==> src/hdl/tdfp_pkg.sv <==
`default_nettype none
// ----------------------------------------------------------------------------
// tdfp_pkg
// Shared constants and types for the tagged decimal field parser.
// ----------------------------------------------------------------------------
package tdfp_pkg;

  // field widths
  localparam int unsigned BYTE_W  = 8;
  localparam int unsigned TAG_W   = 7;
  localparam int unsigned VALUE_W = 32;
  localparam int unsigned POS_W   = 6;

  // text message capacity and its counter width
  localparam int unsigned TEXT_CAP = 50;
  localparam int unsigned CNT_W    = $clog2(TEXT_CAP + 1);

  // per-tag table
  localparam int unsigned TABLE_DEPTH = 1 << TAG_W;

  // character codes
  localparam logic [BYTE_W-1:0] CH_NUL       = 8'h00;
  localparam logic [BYTE_W-1:0] CH_LF        = 8'h0A;
  localparam logic [BYTE_W-1:0] CH_CR        = 8'h0D;
  localparam logic [BYTE_W-1:0] CH_TEXT      = 8'h3E;
  localparam logic [BYTE_W-1:0] CH_FIRST_TAG = 8'h21;
  localparam logic [BYTE_W-1:0] CH_LAST_TAG  = 8'h7E;
  localparam logic [BYTE_W-1:0] CH_DIGIT_0   = 8'h30;
  localparam logic [BYTE_W-1:0] CH_DIGIT_9   = 8'h39;

  // decoded word waiting for its table lookup
  typedef struct packed {
    logic               point_valid;
    logic [TAG_W-1:0]   point_tag;
    logic [VALUE_W-1:0] point_value;
    logic               line_end;
    logic               text_start;
    logic               text_char_valid;
    logic [BYTE_W-1:0]  text_char;
    logic [POS_W-1:0]   text_pos;
    logic               text_done;
  } tdfp_item_t;

  // finished result word
  typedef struct packed {
    logic               point_valid;
    logic [TAG_W-1:0]   point_tag;
    logic [VALUE_W-1:0] point_value;
    logic               point_changed;
    logic               line_end;
    logic               text_start;
    logic               text_char_valid;
    logic [BYTE_W-1:0]  text_char;
    logic [POS_W-1:0]   text_pos;
    logic               text_done;
  } tdfp_result_t;

endpackage
`default_nettype wire

==> src/hdl/tdfp_ram.sv <==
`default_nettype none
// ----------------------------------------------------------------------------
// tdfp_ram
// Generic single-write, single-read RAM with registered read data.
// ----------------------------------------------------------------------------
module tdfp_ram #(
  parameter int unsigned WIDTH = 32,
  parameter int unsigned DEPTH = 128
) (
  input  wire logic                     clk_i,
  input  wire logic                     we_i,
  input  wire logic [$clog2(DEPTH)-1:0] waddr_i,
  input  wire logic [WIDTH-1:0]         wdata_i,
  input  wire logic                     re_i,
  input  wire logic [$clog2(DEPTH)-1:0] raddr_i,
  output logic      [WIDTH-1:0]         rdata_o
);

  logic [WIDTH-1:0] mem_q [DEPTH];

  // write port
  always_ff @(posedge clk_i) begin
    if (we_i) begin
      mem_q[waddr_i] <= wdata_i;
    end
  end

  // registered read port, old data on a same-address collision
  always_ff @(posedge clk_i) begin
    if (re_i) begin
      rdata_o <= mem_q[raddr_i];
    end
  end

endmodule
`default_nettype wire

==> src/hdl/tdfp_front.sv <==
`default_nettype none
// ----------------------------------------------------------------------------
// tdfp_front
// Byte decoder: tag, accumulator and text state, plus the lookup stage
// register that holds one decoded word.
// ----------------------------------------------------------------------------
module tdfp_front
  import tdfp_pkg::*;
(
  input  wire logic              clk_i,
  input  wire logic              rst_ni,
  input  wire logic              accept_i,
  input  wire logic              adv_i,
  input  wire logic [BYTE_W-1:0] rx_byte_i,
  output logic      [TAG_W-1:0]  rd_addr_o,
  output logic                   s1_vld_o,
  output tdfp_item_t             s1_item_o
);

  logic [BYTE_W-1:0]  tag_q, tag_d;
  logic [VALUE_W-1:0] acc_q, acc_d;
  logic               in_text_q, in_text_d;
  logic [CNT_W-1:0]   count_q, count_d;
  logic               s1_vld_q, s1_vld_d;
  tdfp_item_t         item_q, item_d;

  logic               is_digit;
  logic               tag_printable;
  logic [VALUE_W-1:0] acc_times_ten;

  assign is_digit      = (rx_byte_i >= CH_DIGIT_0) && (rx_byte_i <= CH_DIGIT_9);
  assign tag_printable = (tag_q >= CH_FIRST_TAG) && (tag_q <= CH_LAST_TAG);
  assign acc_times_ten = (acc_q << 3) + (acc_q << 1);

  // table is read at the pending tag for every accepted byte
  assign rd_addr_o = tag_q[TAG_W-1:0];

  // decode of one byte
  always_comb begin
    tag_d     = tag_q;
    acc_d     = acc_q;
    in_text_d = in_text_q;
    count_d   = count_q;
    item_d    = '0;

    // store text character while there is room
    if (in_text_q && (count_q < CNT_W'(TEXT_CAP))) begin
      item_d.text_char_valid = 1'b1;
      item_d.text_char       = rx_byte_i;
      item_d.text_pos        = POS_W'(count_q);
      count_d                = count_q + 1'b1;
    end

    // start of a new message
    if (rx_byte_i == CH_TEXT) begin
      in_text_d         = 1'b1;
      count_d           = '0;
      item_d.text_start = 1'b1;
    end

    // cr or lf ends the message
    if (((rx_byte_i == CH_CR) || (rx_byte_i == CH_LF)) && in_text_d) begin
      in_text_d        = 1'b0;
      item_d.text_done = 1'b1;
    end

    // tag and value parsing
    if (!in_text_d) begin
      priority if (rx_byte_i == CH_NUL) begin
        tag_d = '0;
      end else if ((tag_q != '0) && is_digit) begin
        acc_d = acc_times_ten + VALUE_W'(rx_byte_i - CH_DIGIT_0);
      end else begin
        tag_d = rx_byte_i;
        if (tag_printable) begin
          item_d.point_valid = 1'b1;
          item_d.point_tag   = tag_q[TAG_W-1:0];
          item_d.point_value = acc_q;
          acc_d              = '0;
        end
      end
      if (rx_byte_i == CH_LF) begin
        tag_d           = '0;
        acc_d           = '0;
        item_d.line_end = 1'b1;
      end
    end
  end

  // lookup stage occupancy
  always_comb begin
    s1_vld_d = s1_vld_q;
    if (accept_i) begin
      s1_vld_d = 1'b1;
    end else if (adv_i) begin
      s1_vld_d = 1'b0;
    end
  end

  // parser state and stage valid
  always_ff @(posedge clk_i or negedge rst_ni) begin
    if (!rst_ni) begin
      tag_q     <= '0;
      acc_q     <= '0;
      in_text_q <= 1'b0;
      count_q   <= '0;
      s1_vld_q  <= 1'b0;
    end else begin
      s1_vld_q <= s1_vld_d;
      if (accept_i) begin
        tag_q     <= tag_d;
        acc_q     <= acc_d;
        in_text_q <= in_text_d;
        count_q   <= count_d;
      end
    end
  end

  // decoded word payload
  always_ff @(posedge clk_i) begin
    if (accept_i) begin
      item_q <= item_d;
    end
  end

  assign s1_vld_o  = s1_vld_q;
  assign s1_item_o = item_q;

endmodule
`default_nettype wire

==> src/hdl/tdfp_table.sv <==
`default_nettype none
// ----------------------------------------------------------------------------
// tdfp_table
// Last-value table: read data compare, write-back with forwarding of the
// most recent write, per-entry valid bits, and the output register.
// ----------------------------------------------------------------------------
module tdfp_table
  import tdfp_pkg::*;
(
  input  wire logic             clk_i,
  input  wire logic             rst_ni,
  input  wire logic             accept_i,
  input  wire logic [TAG_W-1:0] rd_addr_i,
  input  wire logic             s1_vld_i,
  input  wire tdfp_item_t       s1_item_i,
  input  wire logic             out_stall_i,
  output logic                  adv_o,
  output logic                  out_vld_o,
  output tdfp_result_t          out_o
);

  logic [VALUE_W-1:0]     rd_data;
  logic [TABLE_DEPTH-1:0] vbit_q;
  logic                   wr_vld_q;
  logic [TAG_W-1:0]       wr_idx_q;
  logic [VALUE_W-1:0]     wr_val_q;
  logic                   out_vld_q;
  tdfp_result_t           out_q;

  logic                   out_take;
  logic                   wr_en;
  logic [VALUE_W-1:0]     old_val;

  // output register frees when empty or when its word is taken
  assign out_take = !out_vld_q || !out_stall_i;
  assign adv_o    = s1_vld_i && out_take;
  assign wr_en    = adv_o && s1_item_i.point_valid;

  tdfp_ram #(
    .WIDTH (VALUE_W),
    .DEPTH (TABLE_DEPTH)
  ) u_ram (
    .clk_i   (clk_i),
    .we_i    (wr_en),
    .waddr_i (s1_item_i.point_tag),
    .wdata_i (s1_item_i.point_value),
    .re_i    (accept_i),
    .raddr_i (rd_addr_i),
    .rdata_o (rd_data)
  );

  // stored value: last write forwarded, unwritten entries read as zero
  always_comb begin
    priority if (wr_vld_q && (wr_idx_q == s1_item_i.point_tag)) begin
      old_val = wr_val_q;
    end else if (vbit_q[s1_item_i.point_tag]) begin
      old_val = rd_data;
    end else begin
      old_val = '0;
    end
  end

  // valid bits and forwarding register
  always_ff @(posedge clk_i or negedge rst_ni) begin
    if (!rst_ni) begin
      vbit_q   <= '0;
      wr_vld_q <= 1'b0;
    end else if (wr_en) begin
      vbit_q[s1_item_i.point_tag] <= 1'b1;
      wr_vld_q                    <= 1'b1;
    end
  end

  always_ff @(posedge clk_i) begin
    if (wr_en) begin
      wr_idx_q <= s1_item_i.point_tag;
      wr_val_q <= s1_item_i.point_value;
    end
  end

  // output register
  always_ff @(posedge clk_i or negedge rst_ni) begin
    if (!rst_ni) begin
      out_vld_q <= 1'b0;
    end else if (out_take) begin
      out_vld_q <= s1_vld_i;
    end
  end

  always_ff @(posedge clk_i) begin
    if (adv_o) begin
      out_q.point_valid     <= s1_item_i.point_valid;
      out_q.point_tag       <= s1_item_i.point_tag;
      out_q.point_value     <= s1_item_i.point_value;
      out_q.point_changed   <= s1_item_i.point_valid && (old_val != s1_item_i.point_value);
      out_q.line_end        <= s1_item_i.line_end;
      out_q.text_start      <= s1_item_i.text_start;
      out_q.text_char_valid <= s1_item_i.text_char_valid;
      out_q.text_char       <= s1_item_i.text_char;
      out_q.text_pos        <= s1_item_i.text_pos;
      out_q.text_done       <= s1_item_i.text_done;
    end
  end

  assign out_vld_o = out_vld_q;
  assign out_o     = out_q;

endmodule
`default_nettype wire

==> src/hdl/tagged_decimal_field_parser.sv <==
// A result word is registered first in the lookup stage and then in the output
// register. Throughput: one byte per cycle while the output is not stalled; the
// last-value table is read when the byte is accepted, and is compared and
// written back when the word advances out of the lookup stage.
// Reset clears the pending tag, accumulator and text state, and marks every
// table entry as zero through per-entry valid bits, so bytes are taken
// straight after reset.
`default_nettype none
// ----------------------------------------------------------------------------
// tagged_decimal_field_parser
// Parses serial lines of one-character tags followed by decimal values,
// reports each closed tag with a changed flag, and passes text messages
// through character by character.
// ----------------------------------------------------------------------------
module tagged_decimal_field_parser
  import tdfp_pkg::*;
(
  input  wire logic               clk_i,
  input  wire logic               rst_ni,
  input  wire logic               in_valid_i,
  output logic                    in_stall_o,
  input  wire logic [BYTE_W-1:0]  rx_byte_i,
  output logic                    out_valid_o,
  input  wire logic               out_stall_i,
  output logic                    point_valid_o,
  output logic      [TAG_W-1:0]   point_tag_o,
  output logic      [VALUE_W-1:0] point_value_o,
  output logic                    point_changed_o,
  output logic                    line_end_o,
  output logic                    text_start_o,
  output logic                    text_char_valid_o,
  output logic      [BYTE_W-1:0]  text_char_o,
  output logic      [POS_W-1:0]   text_pos_o,
  output logic                    text_done_o
);

  logic             accept;
  logic             adv;
  logic             s1_vld;
  logic [TAG_W-1:0] rd_addr;
  tdfp_item_t       s1_item;
  tdfp_result_t     res;

  // input handshake: stall only while the lookup stage is blocked
  assign in_stall_o = s1_vld && !adv;
  assign accept     = in_valid_i && !in_stall_o;

  tdfp_front u_front (
    .clk_i     (clk_i),
    .rst_ni    (rst_ni),
    .accept_i  (accept),
    .adv_i     (adv),
    .rx_byte_i (rx_byte_i),
    .rd_addr_o (rd_addr),
    .s1_vld_o  (s1_vld),
    .s1_item_o (s1_item)
  );

  tdfp_table u_table (
    .clk_i       (clk_i),
    .rst_ni      (rst_ni),
    .accept_i    (accept),
    .rd_addr_i   (rd_addr),
    .s1_vld_i    (s1_vld),
    .s1_item_i   (s1_item),
    .out_stall_i (out_stall_i),
    .adv_o       (adv),
    .out_vld_o   (out_valid_o),
    .out_o       (res)
  );

  // result word fields
  assign point_valid_o     = res.point_valid;
  assign point_tag_o       = res.point_tag;
  assign point_value_o     = res.point_value;
  assign point_changed_o   = res.point_changed;
  assign line_end_o        = res.line_end;
  assign text_start_o      = res.text_start;
  assign text_char_valid_o = res.text_char_valid;
  assign text_char_o       = res.text_char;
  assign text_pos_o        = res.text_pos;
  assign text_done_o       = res.text_done;

endmodule
`default_nettype wire
==> config.mk <==
export PLATFORM = sky130hd
export DESIGN_NAME = tagged_decimal_field_parser
export DESIGN_NICKNAME = d
export VERILOG_FILES = /design/src/hdl/tdfp_pkg.sv /design/src/hdl/tdfp_ram.sv /design/src/hdl/tdfp_front.sv /design/src/hdl/tdfp_table.sv /design/src/hdl/tagged_decimal_field_parser.sv
export SDC_FILE = /design/constraint.sdc
export NUM_CORES = 2
export LEC_CHECK = 0
export BUFFER_PORTS_ARGS = -buffer_cell sky130_fd_sc_hd__buf_2
export CORE_MARGIN = 5
export CORE_UTILIZATION = 59
export DETAILED_ROUTE_END_ITERATION = 10
export GPL_TIMING_DRIVEN = 1
export PLACE_DENSITY = 0.75
export SLEW_MARGIN = 25
export SYNTH_ARGS = -nofsm -noshare
export SYNTH_HDL_FRONTEND = slang
export SYNTH_HIERARCHICAL = 1
export SYNTH_SLANG_ARGS = --single-unit
==> constraint.sdc <==
create_clock -name clk_i -period 9.5 [get_ports clk_i]
set_clock_uncertainty 0.05 [all_clocks]
set_input_delay 0.95 -clock clk_i [delete_from_list [all_inputs] [get_ports clk_i]]
set_output_delay 0.95 -clock clk_i [all_outputs]
set_load 0.1 [all_outputs]
==> out/metrics.yaml <==
worst_setup_path:
  worst-endpoint-required_ns: 10.14
  timing.critical_path.cells: "buf_4, nor2b_1, a2111oi_0, or4_1, a2111o_1, or2_1, a211o_1, a2111oi_2, a41oi_1"
  setup.worst_path.end_class: "flip-flop"
  critical_path_type: "reg2reg"
  timing.critical_path.from_type: "flip-flop"
  worst_path_largest_cell_delay_ns: 0.75
  slowest_stage: "nor2b_1"
  worst-path-max-fanout: 46
  critPathArrivalTime_ns: 5.72
route:
  detail_route.wirelength_mm: 462
  drt-wirelength-per-cell_um: 38.6
  viasPerCell: 7.10
  detailedRoute.firstIterationViolations: 14015
  drc_errors: 0
  final_antenna_net_count: 0
  drtPass1Iterations: 6
  routed-via-count: 85057
timing:
  finalCriticalPeriod_ns: 5.09
  number_of_failing_setup_endpoints_in_the_final_timing_report: 0
  slew-limit-headroom_pct: 24.0
  post-route-period-util_pct: 53.5
  worst_hold_slack_ns: 0.247
  slew_violations: 0
  rsz_0062_raised_after_global_routing: "false"
  timing.setup.tns_ns: 0
  fmaxAchievable_mhz: 197
  hold_violations: 0
  max_slew.worst_pin.slew_ns: 1.14
logic_synthesis:
  syn_area_per_cell_sq_um: 23.7
  synthMostInstantiatedCell: "edfxtp_1"
  synth_edf_count: 4284
  synth.cell_area_sq_um: 173000
  synth.top_cells.by_count: "edfxtp_1, mux4_2, clkbuf_1"
  synth.yosys.warnings: 6
  synth_top_area_cell: "edfxtp_1"
  synth_fp_nets: 7362
  leading_cell_types_by_total_area_after_synthesis: "edfxtp_1, mux4_2, dfrtp_1, o21bai_1, clkbuf_1"
  netlist-cell-type-count: 85
  synth_ff_type: "edfxtp_1"
  ff_latch_count_synth: 4462
  synth_async_sr_flop_share_pct: 3.99
  synth_top_area_share_pct: 74.4
  synthesis.instances: 7287
  synth_seq_area_share_pct: 77.0
global_routing:
  antenna_found_initial: 51
  grtUsageTotal_pct: 30.7
  number_of_global_route_vias_before_repair: 85878
  grt-ovfl-total: 0
  grt_max_degree: 136
  grt_pass1_wl_mm: 653
finish:
  layout-area-overhead-vs-synth_pct: 12.6
  fin_nets: 7767
  share_of_post_route_cells_with_drive_strength_above_1_pct: 31.6
floorplan:
  die_w_um: 551
  starting_utilization_of_the_core_area_pct: 59.3
  die_area_sq_um: 304000
  io_pins: 73
  floorplan.core_area_sq_um: 291000
  core.rowCount: 198
  die_y_um: 551
cts:
  cts_tree: "done"
  max-clock-path-buffers: 4
  hold_buffers: 1
  ctsRootBufferMaster: "clkbuf_16"
  h_tree_depth: 5
  post_cts_resized: 0
  clk-insertion-delay-late_ns: 0.97
  cts_made_buffers: 429
  cts_sinks: 4462
  cts.repair_timing.setup_buffer_count: 0
  clock_pin_slew_worst_setup_and_hold_paths_ns: 0.06
placed_design:
  place.port_buffers: 72
  finalWeightedCongestion: 0.842
  hpwlAfterDp_mm: 241
power:
  p_total_mw: 58.4
  cellPowerDensity_nw_per_um2: 300
  peakVddDrop_v: 0.000279
  leakage_nw: 61.2
hold_path:
  worst_hold_path_type: "in2reg"
job:
  drv_cap: 0
outcome:
  outcome: "completed"
-- cells in the final DEF, fill, tap and decap left out, types with 27 or more instances in the layout --
master,n
clkinv_1,84
mux2i_1,40
and2_1,50
o21bai_1,132
o21ai_0,59
mux2_2,45
fa_1,29
buf_4,225
a21oi_1,42
xnor2_1,33
nand2_1,114
buf_2,71
clkinv_2,85
dfrtp_1,171
edfxtp_1,4284
clkbuf_1,87
xor2_1,28
clkbuf_16,436
ha_1,34
nor2_4,120
inv_1,27
bufinv_16,50
mux4_2,1357
nor2_1,43
-- cell families after synthesis --
| family | count (synthesis) | share of synthesized area (%) |
|---|---|---|
| simple gates | 491 | 1.40 |
| mux | 1445 | 18.2 |
| compound gates | 359 | 1.46 |
| xor+xnor | 61 | 0.309 |
| fa+ha+maj | 63 | 0.582 |
| flops | 4462 | 77.0 |
| buf+inv | 406 | 1.01 |
-- per-stage QoR --
| stage | setup slack [ns] | utilization, % | cells | area [sq um] |
|---|---|---|---|---|
| global placement | 4.23 | 61.6 | 11130 | 180000 |
| floorplan | 2.38 | - | 7287 | 173000 |
| global route | 4.28 | 66.8 | 11960 | 195000 |
| CTS | 4.60 | 66.7 | 11954 | 194000 |
| detailed placement | 4.51 | 61.8 | 11156 | 180000 |
| finish | 4.41 | 66.8 | 11979 | 195000 |
-- registers in the layout, summed over array words and instances, names as in the netlist, 6 cells and up --
signal	flops
u_table/u_ram/mem_q	4096
u_table/vbit_q	128
u_table/out_o	59
u_front/s1_item_o	58
u_front/acc_q	32
u_table/u_ram/rdata_o	32
u_table/wr_val_q	32
u_front/tag_q	8
u_table/wr_idx_q	7
u_front/count_q	6
-- routing by layer --
metal  GRT usage [%]  vias to the layer above  part of all wire (%)
met3            9.36                     1169                    14
met2            47.2                     6956                    48
li1                -                    32007                     -
met4            11.4                       32                   4.5
met5               0                        -                 0.044
met1            42.3                    44893                    34
-- worst paths after layout --
kind                       slack, ns                                start  cells after the start                        endpoint
max reg2reg                     4.41  u_front/s1_item_o[50]$_SDFFCE_PP0P_                      9     u_table/out_o[18]$_DFFE_PP_
min                             0.25                          out_stall_i                      3   u_table/out_vld_o$_DFFE_PN0N_
min reg2reg                     0.37      u_front/s1_item_o[16]$_DFFE_PP_                      0     u_table/out_o[16]$_DFFE_PP_
min in group asynchronous       0.41                               rst_ni                      2   u_table/out_vld_o$_DFFE_PN0N_
max in group asynchronous       7.03                               rst_ni                      4  u_table/vbit_q[29]$_DFFE_PN0P_
max                             4.41  u_front/s1_item_o[50]$_SDFFCE_PP0P_                      9     u_table/out_o[18]$_DFFE_PP_
-- layout make-up --
| class | instances | area [sq um] |
|---|---|---|
| sequential | 4462 | 133000 |
| fill | 17224 | 96700 |
| multi-input combinational | 2419 | 39000 |
| clock buffer | 535 | 11400 |
| tap | 3900 | 4880 |
| timing repair buffer | 351 | 3170 |
| clock inverter | 262 | 2880 |
| inverter | 29 | 109 |
| antenna | 21 | 52.6 |
-- critical path, delay by kind of cell, from the launching register on --
family,cells,cell delay [ns]
DFF,1,0.33
and+or+nand+nor,3,1.94
buffers and inverters,1,0.54
AOI/OAI and AO/OA,5,1.83
-- where the power goes --
group	leakage [nW]	switching, mW	internal, mW
Clock	6.95	7.46	9.90
Sequential	41.2	0.616	23.1
Combinational	13.0	10.4	6.92
Power figures use the tool's default switching activity.
